--- src/sv/swoc_pkg.sv ---
`default_nettype none

package swoc_pkg;

   // one input transaction
   typedef struct packed {
      logic [1:0] mode;
      logic       switch_closed;
      logic       request_value;
   } req_type;

   // one result transaction
   typedef struct packed {
      logic [11:0] span_pulse_us;
      logic [11:0] turn_pulse_us;
      logic [2:0]  phase;
      logic        is_open;
   } rsp_type;

   // configuration register file contents
   typedef struct packed {
      logic [11:0] open_start_us;
      logic [11:0] open_end_us;
      logic [11:0] close_start_us;
      logic [11:0] close_end_us;
      logic [9:0]  opening_ticks;
      logic [9:0]  opening_dead_ticks;
      logic [9:0]  close_timeout_ticks;
   } cfg_type;

   // pulse request: load a new value given by a linear ramp from a to b at t
   typedef struct packed {
      logic        load;
      logic [9:0]  t;
      logic [11:0] a;
      logic [11:0] b;
   } pulse_desc_type;

   // control decision for one transaction
   typedef struct packed {
      logic [2:0]     phase;
      pulse_desc_type span;
      pulse_desc_type turn;
   } step_type;

   // what follows the arithmetic down the pipeline
   typedef struct packed {
      logic [2:0] phase;
      logic       span_load;
      logic       turn_load;
   } tag_type;

   localparam logic [2:0] PH_INITIAL   = 3'd0;
   localparam logic [2:0] PH_OPENING   = 3'd1;
   localparam logic [2:0] PH_OPEN      = 3'd2;
   localparam logic [2:0] PH_CENTERING = 3'd3;
   localparam logic [2:0] PH_CLOSING   = 3'd4;
   localparam logic [2:0] PH_CLOSED    = 3'd5;
   localparam logic [2:0] PH_BROKEN    = 3'd6;

   localparam logic [1:0] TGT_NONE   = 2'd0;
   localparam logic [1:0] TGT_OPEN   = 2'd1;
   localparam logic [1:0] TGT_CLOSED = 2'd2;

   localparam logic [1:0] DIR_ZERO = 2'b00;
   localparam logic [1:0] DIR_POS  = 2'b01;
   localparam logic [1:0] DIR_NEG  = 2'b11;

   localparam logic [1:0] MODE_TICK   = 2'd0;
   localparam logic [1:0] MODE_TARGET = 2'd1;
   localparam logic [1:0] MODE_SCAN   = 2'd2;

   localparam int unsigned CSR_ADDR_W = 5;
   localparam logic [2:0] REG_OPEN_START    = 3'd0;
   localparam logic [2:0] REG_OPEN_END      = 3'd1;
   localparam logic [2:0] REG_CLOSE_START   = 3'd2;
   localparam logic [2:0] REG_CLOSE_END     = 3'd3;
   localparam logic [2:0] REG_OPENING_TICKS = 3'd4;
   localparam logic [2:0] REG_DEAD_TICKS    = 3'd5;
   localparam logic [2:0] REG_CLOSE_TIMEOUT = 3'd6;

   localparam logic [11:0] RST_OPEN_START_US  = 12'd1400;
   localparam logic [11:0] RST_OPEN_END_US    = 12'd1200;
   localparam logic [11:0] RST_CLOSE_START_US = 12'd1500;
   localparam logic [11:0] RST_CLOSE_END_US   = 12'd1600;
   localparam logic [9:0]  RST_OPENING_TICKS  = 10'd170;
   localparam logic [9:0]  RST_DEAD_TICKS     = 10'd80;
   localparam logic [9:0]  RST_CLOSE_TIMEOUT  = 10'd500;

   localparam logic [9:0]  CNT_MAX       = 10'd1023;
   localparam logic [11:0] TURN_MIN_US   = 12'd1200;
   localparam logic [11:0] TURN_MAX_US   = 12'd1800;
   localparam logic [11:0] TURN_RESET_US = 12'd1500;

endpackage

`default_nettype wire

--- src/sv/swoc_csr.sv ---
`default_nettype none

module swoc_csr
   import swoc_pkg::*;
(
   input  wire logic                  clock,
   input  wire logic                  reset,
   input  wire logic                  psel,
   input  wire logic                  penable,
   input  wire logic                  pwrite,
   input  wire logic [CSR_ADDR_W-1:0] paddr,
   input  wire logic [31:0]           pwdata,
   output logic [31:0]                prdata,
   output logic                       pready,
   output cfg_type                    cfg
);

   cfg_type    cfg_ff;
   cfg_type    cfg_in;
   logic [2:0] reg_index;
   logic       wr_en;

   assign reg_index = paddr[CSR_ADDR_W-1:2];
   assign wr_en     = psel && penable && pwrite;
   assign pready    = 1'b1;
   assign cfg       = cfg_ff;

   always_comb begin
      cfg_in = cfg_ff;
      if (wr_en) begin
         unique case (reg_index)
            REG_OPEN_START:    cfg_in.open_start_us       = pwdata[11:0];
            REG_OPEN_END:      cfg_in.open_end_us         = pwdata[11:0];
            REG_CLOSE_START:   cfg_in.close_start_us      = pwdata[11:0];
            REG_CLOSE_END:     cfg_in.close_end_us        = pwdata[11:0];
            REG_OPENING_TICKS: cfg_in.opening_ticks       = pwdata[9:0];
            REG_DEAD_TICKS:    cfg_in.opening_dead_ticks  = pwdata[9:0];
            REG_CLOSE_TIMEOUT: cfg_in.close_timeout_ticks = pwdata[9:0];
            default: ;
         endcase
      end
   end

   always_comb begin
      unique case (reg_index)
         REG_OPEN_START:    prdata = 32'(cfg_ff.open_start_us);
         REG_OPEN_END:      prdata = 32'(cfg_ff.open_end_us);
         REG_CLOSE_START:   prdata = 32'(cfg_ff.close_start_us);
         REG_CLOSE_END:     prdata = 32'(cfg_ff.close_end_us);
         REG_OPENING_TICKS: prdata = 32'(cfg_ff.opening_ticks);
         REG_DEAD_TICKS:    prdata = 32'(cfg_ff.opening_dead_ticks);
         REG_CLOSE_TIMEOUT: prdata = 32'(cfg_ff.close_timeout_ticks);
         default:           prdata = 32'd0;
      endcase
   end

   always_ff @(posedge clock) begin
      if (reset) begin
         cfg_ff.open_start_us       <= RST_OPEN_START_US;
         cfg_ff.open_end_us         <= RST_OPEN_END_US;
         cfg_ff.close_start_us      <= RST_CLOSE_START_US;
         cfg_ff.close_end_us        <= RST_CLOSE_END_US;
         cfg_ff.opening_ticks       <= RST_OPENING_TICKS;
         cfg_ff.opening_dead_ticks  <= RST_DEAD_TICKS;
         cfg_ff.close_timeout_ticks <= RST_CLOSE_TIMEOUT;
      end else begin
         cfg_ff <= cfg_in;
      end
   end

endmodule

`default_nettype wire

--- src/sv/swoc_ctrl.sv ---
`default_nettype none

module swoc_ctrl
   import swoc_pkg::*;
#(
   parameter int unsigned TURN_RANGE = 128
)
(
   input  wire logic    clock,
   input  wire logic    reset,
   input  wire logic    accept,
   input  wire req_type req,
   input  wire cfg_type cfg,
   output step_type     step
);

   localparam logic [7:0] RANGE_C = 8'(TURN_RANGE);
   localparam logic [7:0] MID_C   = 8'(TURN_RANGE / 2);

   logic [2:0]  phase_ff,  phase_in;
   logic [1:0]  target_ff, target_in;
   logic [9:0]  cnt_ff,    cnt_in;
   logic [7:0]  angle_ff,  angle_in;
   logic [1:0]  dir_ff,    dir_in;
   logic [1:0]  saved_ff,  saved_in;
   logic [9:0]  cnt_inc;
   logic [10:0] cnt_twice;

   function automatic pulse_desc_type set_value(input logic [11:0] v);
      pulse_desc_type d;
      d.load = 1'b1;
      d.t    = 10'd0;
      d.a    = v;
      d.b    = v;
      return d;
   endfunction

   function automatic pulse_desc_type set_ramp(input logic [9:0] t, input logic [11:0] a,
                                               input logic [11:0] b);
      pulse_desc_type d;
      d.load = 1'b1;
      d.t    = t;
      d.a    = a;
      d.b    = b;
      return d;
   endfunction

   function automatic pulse_desc_type set_turn(input logic [7:0] angle);
      return set_ramp(10'(angle), TURN_MIN_US, TURN_MAX_US);
   endfunction

   // saturating ramp counter, closing advances it a second time
   assign cnt_inc   = (cnt_ff == CNT_MAX) ? CNT_MAX : cnt_ff + 10'd1;
   assign cnt_twice = {1'b0, cnt_inc} + 11'd1;

   always_comb begin
      phase_in  = phase_ff;
      target_in = target_ff;
      cnt_in    = cnt_ff;
      angle_in  = angle_ff;
      dir_in    = dir_ff;
      saved_in  = saved_ff;
      step      = '0;
      if (accept) begin
         unique case (req.mode)
            MODE_TICK: begin
               unique case (phase_ff)
                  PH_INITIAL: begin
                     if (req.switch_closed) begin
                        phase_in = PH_CLOSED;
                     end else begin
                        phase_in  = PH_CLOSING;
                        step.span = set_value(cfg.close_start_us);
                        cnt_in    = 10'd0;
                     end
                  end
                  PH_OPENING: begin
                     cnt_in    = cnt_inc;
                     step.span = set_ramp(cnt_inc, cfg.open_start_us, cfg.open_end_us);
                     if (target_ff == TGT_CLOSED) begin
                        // switch already closed: keep this tick's ramp value
                        if (req.switch_closed) begin
                           phase_in = PH_CLOSED;
                        end else begin
                           phase_in  = PH_CLOSING;
                           step.span = set_value(cfg.close_start_us);
                           cnt_in    = 10'd0;
                        end
                     end else if (cnt_inc >= cfg.opening_dead_ticks && req.switch_closed) begin
                        phase_in  = PH_BROKEN;
                        step.span = set_value(12'd0);
                        step.turn = set_value(12'd0);
                     end else if (cnt_inc >= cfg.opening_ticks) begin
                        phase_in  = PH_OPEN;
                        step.span = set_value(12'd0);
                     end
                  end
                  PH_OPEN: begin
                     if (target_ff == TGT_CLOSED) begin
                        if (req.switch_closed) begin
                           phase_in = PH_CLOSED;
                        end else begin
                           phase_in  = PH_CENTERING;
                           step.span = set_value(12'd0);
                           step.turn = set_turn(angle_ff);
                        end
                     end else if (dir_ff != DIR_ZERO) begin
                        if (dir_ff == DIR_NEG) begin
                           if (angle_ff == 8'd0) begin
                              dir_in = DIR_POS;
                           end else begin
                              angle_in = angle_ff - 8'd1;
                           end
                        end else begin
                           if (angle_ff >= RANGE_C) begin
                              angle_in = RANGE_C;
                              dir_in   = DIR_NEG;
                           end else begin
                              angle_in = angle_ff + 8'd1;
                           end
                        end
                        step.turn = set_turn(angle_in);
                     end
                  end
                  PH_CENTERING: begin
                     if (target_ff == TGT_OPEN) begin
                        phase_in = PH_OPEN;
                     end else if (angle_ff == MID_C) begin
                        phase_in  = PH_CLOSING;
                        step.span = set_value(cfg.close_start_us);
                        cnt_in    = 10'd0;
                     end else begin
                        angle_in  = (angle_ff > MID_C) ? angle_ff - 8'd1 : angle_ff + 8'd1;
                        step.turn = set_turn(angle_in);
                     end
                  end
                  PH_CLOSING: begin
                     step.span = set_ramp(cnt_inc, cfg.close_start_us, cfg.close_end_us);
                     if (req.switch_closed) begin
                        phase_in  = PH_CLOSED;
                        cnt_in    = cnt_inc;
                        step.span = set_value(12'd0);
                     end else begin
                        cnt_in = cnt_twice[10] ? CNT_MAX : cnt_twice[9:0];
                        // timeout compares the count before clipping
                        if (cnt_twice > {1'b0, cfg.close_timeout_ticks}) begin
                           phase_in  = PH_BROKEN;
                           step.span = set_value(12'd0);
                           step.turn = set_value(12'd0);
                        end
                     end
                  end
                  PH_CLOSED: begin
                     if (target_ff == TGT_OPEN) begin
                        phase_in  = PH_OPENING;
                        step.span = set_value(cfg.open_start_us);
                        cnt_in    = 10'd0;
                     end
                  end
                  default: ;
               endcase
            end
            MODE_TARGET: begin
               target_in = req.request_value ? TGT_OPEN : TGT_CLOSED;
            end
            MODE_SCAN: begin
               if (req.request_value) begin
                  dir_in = (saved_ff == DIR_ZERO) ? DIR_POS : saved_ff;
               end else begin
                  saved_in = dir_ff;
                  dir_in   = DIR_ZERO;
               end
            end
            default: ;
         endcase
      end
      step.phase = phase_in;
   end

   always_ff @(posedge clock) begin
      if (reset) begin
         phase_ff  <= PH_INITIAL;
         target_ff <= TGT_NONE;
         cnt_ff    <= 10'd0;
         angle_ff  <= MID_C;
         dir_ff    <= DIR_NEG;
         saved_ff  <= DIR_ZERO;
      end else begin
         phase_ff  <= phase_in;
         target_ff <= target_in;
         cnt_ff    <= cnt_in;
         angle_ff  <= angle_in;
         dir_ff    <= dir_in;
         saved_ff  <= saved_in;
      end
   end

endmodule

`default_nettype wire

--- src/sv/swoc_lerp.sv ---
`default_nettype none

module swoc_lerp
   import swoc_pkg::*;
#(
   parameter int unsigned DIV = 200
)
(
   input  wire logic        clock,
   input  wire logic        mul_en,
   input  wire logic        div_en,
   input  wire logic [9:0]  t,
   input  wire logic [11:0] a,
   input  wire logic [11:0] b,
   output logic [11:0]      q
);

   // t is clipped to DIV, so the weights fit in DW bits and a*(DIV-t)+b*t < 4096*DIV
   localparam int unsigned DW = $clog2(DIV + 1);
   localparam int unsigned CW = (DW > 10) ? DW : 10;
   localparam int unsigned NW = 12 + DW;
   // exact reciprocal for any numerator below 2**NW
   localparam int unsigned SH = NW + $clog2(DIV);
   localparam longint unsigned RECIP = ((64'd1 << SH) + 64'(DIV) - 64'd1) / 64'(DIV);
   localparam int unsigned RW = $clog2(RECIP + 1);
   localparam logic [CW-1:0] DIV_C   = CW'(DIV);
   localparam logic [RW-1:0] RECIP_C = RW'(RECIP);

   logic [CW-1:0]    t_ext;
   logic [CW-1:0]    t_clip;
   logic [DW-1:0]    w_b;
   logic [DW-1:0]    w_a;
   logic [NW-1:0]    num_in,  num_ff;
   logic [NW+RW-1:0] prod;
   logic [11:0]      q_in,    q_ff;

   assign t_ext  = CW'(t);
   assign t_clip = (t_ext >= DIV_C) ? DIV_C : t_ext;
   assign w_b    = DW'(t_clip);
   assign w_a    = DW'(DIV_C - t_clip);
   assign num_in = NW'(a) * NW'(w_a) + NW'(b) * NW'(w_b);

   assign prod = (NW+RW)'(num_ff) * (NW+RW)'(RECIP_C);
   assign q_in = 12'(prod >> SH);
   assign q    = q_ff;

   always_ff @(posedge clock) begin
      if (mul_en) begin
         num_ff <= num_in;
      end
      if (div_en) begin
         q_ff <= q_in;
      end
   end

endmodule

`default_nettype wire

--- src/sv/servo_wing_open_close_sequencer.sv ---
`default_nettype none

// Wing open/close sequencer for a span servo and a turn servo.
// req channel: one transaction per request, either a 10 ms tick carrying the
//   end-switch level, an open/close target, or scan on/off. Mode three is
//   accepted and only reports the current pulses.
// rsp channel: exactly one transaction per request, in order, carrying both
//   pulse widths, the phase and the open flag after that request.
// csr port: seven 32-bit registers at byte addresses 0, 4 .. 24; write only
//   while no request is in flight. pready is tied high.
// Pipeline: a request passes the control update, ramp products, reciprocal
//   multiply and output registers in that order on its way to rsp.
// Throughput: one request per cycle while req_stall is low. The control state is updated in the
//   accept cycle; the ramp arithmetic behind it needs no feedback.
// Stall: every stage empties into the next while rsp is stalled, so up to four
//   transactions are held before req_stall rises.
// Reset: synchronous, clears the pipeline, restores register defaults, and the
//   first tick afterwards makes the start-up decision from the end switch.
module servo_wing_open_close_sequencer
   import swoc_pkg::*;
#(
   parameter int unsigned TURN_RANGE = 128,
   parameter int unsigned RAMP_TICKS = 200
)
(
   input  wire logic                  clock,
   input  wire logic                  reset,
   input  wire logic                  req_valid,
   output logic                       req_stall,
   input  wire req_type               req_data,
   output logic                       rsp_valid,
   input  wire logic                  rsp_stall,
   output rsp_type                    rsp_data,
   input  wire logic                  psel,
   input  wire logic                  penable,
   input  wire logic                  pwrite,
   input  wire logic [CSR_ADDR_W-1:0] paddr,
   input  wire logic [31:0]           pwdata,
   output logic [31:0]                prdata,
   output logic                       pready
);

   cfg_type     cfg;
   step_type    step;
   logic        accept;

   // stage enables: a stage loads when it is empty or its content moves on
   logic        take1, take2, take3, take4;
   logic        v1_ff, v2_ff, v3_ff;
   step_type    s1_ff;
   tag_type     s2_ff, s3_ff;
   tag_type     s1_tag;
   logic [11:0] span_q, turn_q;
   logic        rsp_valid_ff;
   rsp_type     rsp_ff, rsp_in;

   assign take4  = !rsp_valid_ff || !rsp_stall;
   assign take3  = !v3_ff || take4;
   assign take2  = !v2_ff || take3;
   assign take1  = !v1_ff || take2;
   assign req_stall = !take1;
   assign accept = req_valid && take1;

   swoc_csr u_csr (
      .clock   (clock),
      .reset   (reset),
      .psel    (psel),
      .penable (penable),
      .pwrite  (pwrite),
      .paddr   (paddr),
      .pwdata  (pwdata),
      .prdata  (prdata),
      .pready  (pready),
      .cfg     (cfg)
   );

   swoc_ctrl #(
      .TURN_RANGE (TURN_RANGE)
   ) u_ctrl (
      .clock  (clock),
      .reset  (reset),
      .accept (accept),
      .req    (req_data),
      .cfg    (cfg),
      .step   (step)
   );

   // span ramp between the configured widths over RAMP_TICKS
   swoc_lerp #(
      .DIV (RAMP_TICKS)
   ) u_span_lerp (
      .clock  (clock),
      .mul_en (take2),
      .div_en (take3),
      .t      (s1_ff.span.t),
      .a      (s1_ff.span.a),
      .b      (s1_ff.span.b),
      .q      (span_q)
   );

   // turn angle mapped onto the turn pulse range
   swoc_lerp #(
      .DIV (TURN_RANGE)
   ) u_turn_lerp (
      .clock  (clock),
      .mul_en (take2),
      .div_en (take3),
      .t      (s1_ff.turn.t),
      .a      (s1_ff.turn.a),
      .b      (s1_ff.turn.b),
      .q      (turn_q)
   );

   assign s1_tag.phase     = s1_ff.phase;
   assign s1_tag.span_load = s1_ff.span.load;
   assign s1_tag.turn_load = s1_ff.turn.load;

   // output merge: a pulse not touched by the transaction keeps its last value
   always_comb begin
      rsp_in               = rsp_ff;
      rsp_in.phase         = s3_ff.phase;
      rsp_in.is_open       = (s3_ff.phase == PH_OPEN);
      if (s3_ff.span_load) begin
         rsp_in.span_pulse_us = span_q;
      end
      if (s3_ff.turn_load) begin
         rsp_in.turn_pulse_us = turn_q;
      end
   end

   always_ff @(posedge clock) begin
      if (reset) begin
         v1_ff        <= 1'b0;
         v2_ff        <= 1'b0;
         v3_ff        <= 1'b0;
         rsp_valid_ff <= 1'b0;
      end else begin
         if (take1) begin
            v1_ff <= accept;
         end
         if (take2) begin
            v2_ff <= v1_ff;
         end
         if (take3) begin
            v3_ff <= v2_ff;
         end
         if (take4) begin
            rsp_valid_ff <= v3_ff;
         end
      end
   end

   always_ff @(posedge clock) begin
      if (take1) begin
         s1_ff <= step;
      end
      if (take2) begin
         s2_ff <= s1_tag;
      end
      if (take3) begin
         s3_ff <= s2_ff;
      end
   end

   // last reported pulses double as the held servo state
   always_ff @(posedge clock) begin
      if (reset) begin
         rsp_ff.span_pulse_us <= 12'd0;
         rsp_ff.turn_pulse_us <= TURN_RESET_US;
         rsp_ff.phase         <= PH_INITIAL;
         rsp_ff.is_open       <= 1'b0;
      end else if (take4 && v3_ff) begin
         rsp_ff <= rsp_in;
      end
   end

   assign rsp_valid = rsp_valid_ff;
   assign rsp_data  = rsp_ff;

   // a broken mechanism reports both servos off
   a_broken_off: assert property (@(posedge clock) disable iff (reset)
      (rsp_valid && rsp_data.phase == PH_BROKEN) |->
         (rsp_data.span_pulse_us == 12'd0 && rsp_data.turn_pulse_us == 12'd0))
      else $error("broken phase with a live servo pulse");

   // broken is terminal
   a_broken_sticks: assert property (@(posedge clock) disable iff (reset)
      (rsp_data.phase == PH_BROKEN) |=> (rsp_data.phase == PH_BROKEN))
      else $error("left the broken phase");

   // requests are held off only when every stage is full and rsp is stalled
   a_stall_full: assert property (@(posedge clock) disable iff (reset)
      req_stall |-> (rsp_valid && rsp_stall && v1_ff && v2_ff && v3_ff))
      else $error("request stalled with room in the pipeline");

endmodule

`default_nettype wire

--- config.mk ---
export PLATFORM = sky130hd
export DESIGN_NAME = servo_wing_open_close_sequencer
export DESIGN_NICKNAME = d
export VERILOG_FILES = /design/src/sv/swoc_pkg.sv /design/src/sv/swoc_csr.sv /design/src/sv/swoc_ctrl.sv /design/src/sv/swoc_lerp.sv /design/src/sv/servo_wing_open_close_sequencer.sv
export SDC_FILE = /design/constraint.sdc
export NUM_CORES = 2
export LEC_CHECK = 0
export BUFFER_PORTS_ARGS = -buffer_cell sky130_fd_sc_hd__buf_4
export CORE_MARGIN = 2
export CORE_UTILIZATION = 34
export DETAILED_ROUTE_END_ITERATION = 8
export SLEW_MARGIN = 20
export SYNTH_ARGS = -nofsm -noshare
export SYNTH_HDL_FRONTEND = slang
export SYNTH_SLANG_ARGS = --single-unit
--- constraint.sdc ---
create_clock -name clock -period 11.06 [get_ports clock]
set_clock_uncertainty 0.05 [all_clocks]
set_input_delay 0.553 -clock clock [delete_from_list [all_inputs] [get_ports clock]]
set_output_delay 0.553 -clock clock [all_outputs]
set_load 0.01 [all_outputs]
==> metrics.md <==
| Metric | Value |
|---|---|
| # DRC | 0 |
| Core Area | 80400 µm² |
| Tightest Pin Transition | 1.08 ns |
| Post-DP HPWL | 50300 µm |
| Top FF cell, synth | dfxtp_1 |
| Pin count of the biggest net entering global routing | 54 |
| Peak VDD IR | 124 µV |
| Hold buffers post-CTS | 0 |
| Total grt overflow | 0 |
| CTS buffer count | 30 |
| Tmin final | 9.01 ns |
| Die Width | 289 µm |
| Final worst path period share | 0.815 |
| Yosys reg bits | 251 |
| F_max | 111 MHz |
| Routed vias | 19.6k |
| Chip Height | 289 µm |
| Setup Buffers After CTS | 0 |
| Depth of the worst hold-timing path | 2 |
| Dpl cells | 3905 |
| Final TNS setup | 0 ns |
| Final Net Count | 3640 |
| CTS resizes | 0 |
| Synth Cell Area | 27600 µm² |
| First-pass GRT wire length | 103000 µm |
| I/O Pins | 111 |
| WP data required | 11.33 ns |
| Non-Filler Instances | 3961 |
| RD Place Congestion | 0.851 |
| I/O Buffers | 67 |
| Root Buffer | clkbuf_16 |
| Total Die Area | 83500 µm² |
| Slew Limit Fails | 0 |
| Startpoint types | flip-flop |
| Synth area leader | fa_1 |
| Fraction of registers with async set/reset | 0 |
| Hold slack | 0.138 ns |
| Routed wire length per instance | 16.1 µm |
| Sequential power share | 0.388 |
| Worst setup EP type | flip-flop |
| Final worst slack | 2.05 ns |
| Routed Antenna Nets | 0 |
| GRT Total Usage | 0.154 |
| WL final | 63700 µm |
| Unique cell type count in the Yosys netlist | 86 |
| Tot Pwr | 2.65 mW |
| Top-area cell type share of the netlist area | 0.238 |
| H-tree depth | 1 |
| P_leak | 15.1 nW |
| Status | finished clean |
| Cells after Synth | 2855 |
| Initial Util | 0.343 |
| Count leader, synth | inv_1 |
| DR vias/cell | 4.96 |
| Synthesis-to-layout area growth | 9.14% |
| Critical setup path kind | reg2reg |
| CP arrival | 9.29 ns |
| Pre-CTS setup slack | 2.15 ns |
| Final setup viols | 0 |
| DR pass1 iterations | 5 |
| Clock Path Buffers | 3 |
| Final Util | 0.375 |
| Reported max-cap violation count | 0 |
| Clock Power Share | 0.371 |
| 1st-iter DRT viols | 1156 |
| Number of synthesized flops with an enable pin | 114 |
| Clock slew at reported path FFs | 0.07 ns |
| Finished Cell Area | 30100 µm² |
| Worst skew pair latency | 0.59 ns |
| Hold crit path type | in2reg |
| Share of cells above drive strength 1 | 0.0631 |
| CTS Sinks | 251 |
| Relative slew margins | 0.273 |
| Register area share after synthesis | 0.223 |
| Commonest cells in the netlist | inv_1, ha_1, fa_1, nand2_1, dfxtp_1 |
| Vias in the first global route | 19.6k |
| Initial antenna violation count | 0 |
| Row count | 104 |
| Switch Pwr | 0.834 mW |
| Worst Reg2Reg Path Length in Cells | 27 |
| Synth top area cells | fa_1, ha_1, edfxtp_1 |
| CTS tree | done |
| Switching Fraction | 0.315 |
| Crit path max fanout | 14 |
| Comb pwr share | 0.241 |
| Number of antenna diodes | 0 |
| Pint | 1.81 mW |
| Pwr dens | 87.9 nW/µm² |
| Area after DPL | 29100 µm² |
| Ys Warns | 0 |
| RSZ-0062 raised after global routing | false |
| Final Hold Viols | 0 |
| Avg Inst Size Synth | 9.67 µm² |
-- power by group through the flow --
stage          sequential, mW  combinational [mW]  clock [mW]
6_report                 1.03               0.638       0.983
5_1_grt                  1.03               0.745        1.04
4_1_cts                  1.03               0.650        1.01
3_5_place_dp             1.05               0.642           0
3_3_place_gp             1.05               0.635           0
2_1_floorplan            1.03               0.480           0
-- layout make-up --
class | instances | area [µm²]
clock buffer | 34 | 797
clock inverter | 22 | 194
fill | 8091 | 50300
inverter | 471 | 1770
multi-input combinational | 2040 | 19300
sequential | 251 | 6170
tap | 1060 | 1330
timing repair buffer | 83 | 623
-- cell usage in the layout, fill, tap and decap left out, types with 27 or more instances in the layout --
cell type	instances
nor3_1	27
nand2_1	318
a21oi_1	132
mux2i_1	55
nand3_1	52
nor2b_1	27
edfxtp_1	114
ha_1	386
and2_1	77
xnor2_1	55
o21ai_0	58
clkbuf_16	31
buf_4	83
fa_1	329
dfxtp_1	137
nor2_1	124
and3_1	60
inv_1	470
-- critical path, cell delays in order, from the launching register on --
cell and delay, ns:
edfxtp_1 0.58, o311a_1 0.44, nor3_2 0.17, and2_0 0.75, inv_1 0.11, ha_1 0.26
a21oi_1 0.20, nor3_1 0.09, xor2_1 0.73, and2_1 0.25, fa_1 0.41, inv_1 0.08
fa_1 0.41, inv_1 0.08, fa_1 0.44, fa_1 0.50, fa_1 0.48, inv_1 0.04
fa_1 0.47, inv_1 0.04, ha_1 0.32, a21o_1 0.19, a21o_1 0.19, o41ai_1 0.81
o2111a_1 0.32, o21bai_1 0.08, a21oi_1 0.18, xnor2_1 0.08
-- cell families (layout without fill, tap and decap cells) --
group | after synthesis | count (layout) | share of synthesized area
XOR/XNOR | 77 | 77 | 0.0244
flip-flops | 251 | 251 | 0.223
AND/OR/NAND/NOR | 774 | 774 | 0.135
AO/OA/AOI/OAI | 381 | 381 | 0.0907
buffers and inverters | 583 | 610 | 0.0831
other | 2 | 21 | 0.000272
adder cells (fa/ha/maj) | 715 | 715 | 0.413
multiplexers | 72 | 72 | 0.0297
-- layer usage --
layer / part of all wire / track usage
met1: 0.45 / 0.211
met2: 0.48 / 0.257
met3: 0.043 / 0.0157
met4: 0.024 / 0.0419
met5: 0 / 0
-- worst paths after layout --
| path | startpoint | to | slack, ns |
|---|---|---|---|
| setup / recovery | s1_ff[63] | u_span_lerp.num_ff[19] | 2.05 |
| hold / removal | req_valid | v1_ff | 0.14 |
| setup reg to reg | s1_ff[63] | u_span_lerp.num_ff[19] | 2.05 |
| hold reg to reg | s1_ff[71] | s2_ff[3] | 0.34 |
-- sequential cells by signal, summed over array words and instances, names as in the netlist, 3 cells and up --
signal              cells
rsp_data               28
rsp_in                  3
s1_ff                  48
s2_ff                   5
u_csr.cfg              78
u_ctrl.angle_ff         8
u_ctrl.cnt_ff          10
u_ctrl.phase_ff         3
u_span_lerp.num_ff     20
u_span_lerp.q          12
u_turn_lerp.num_ff     12
u_turn_lerp.q          12
Note: power is estimated with default switching activity, not from simulation.
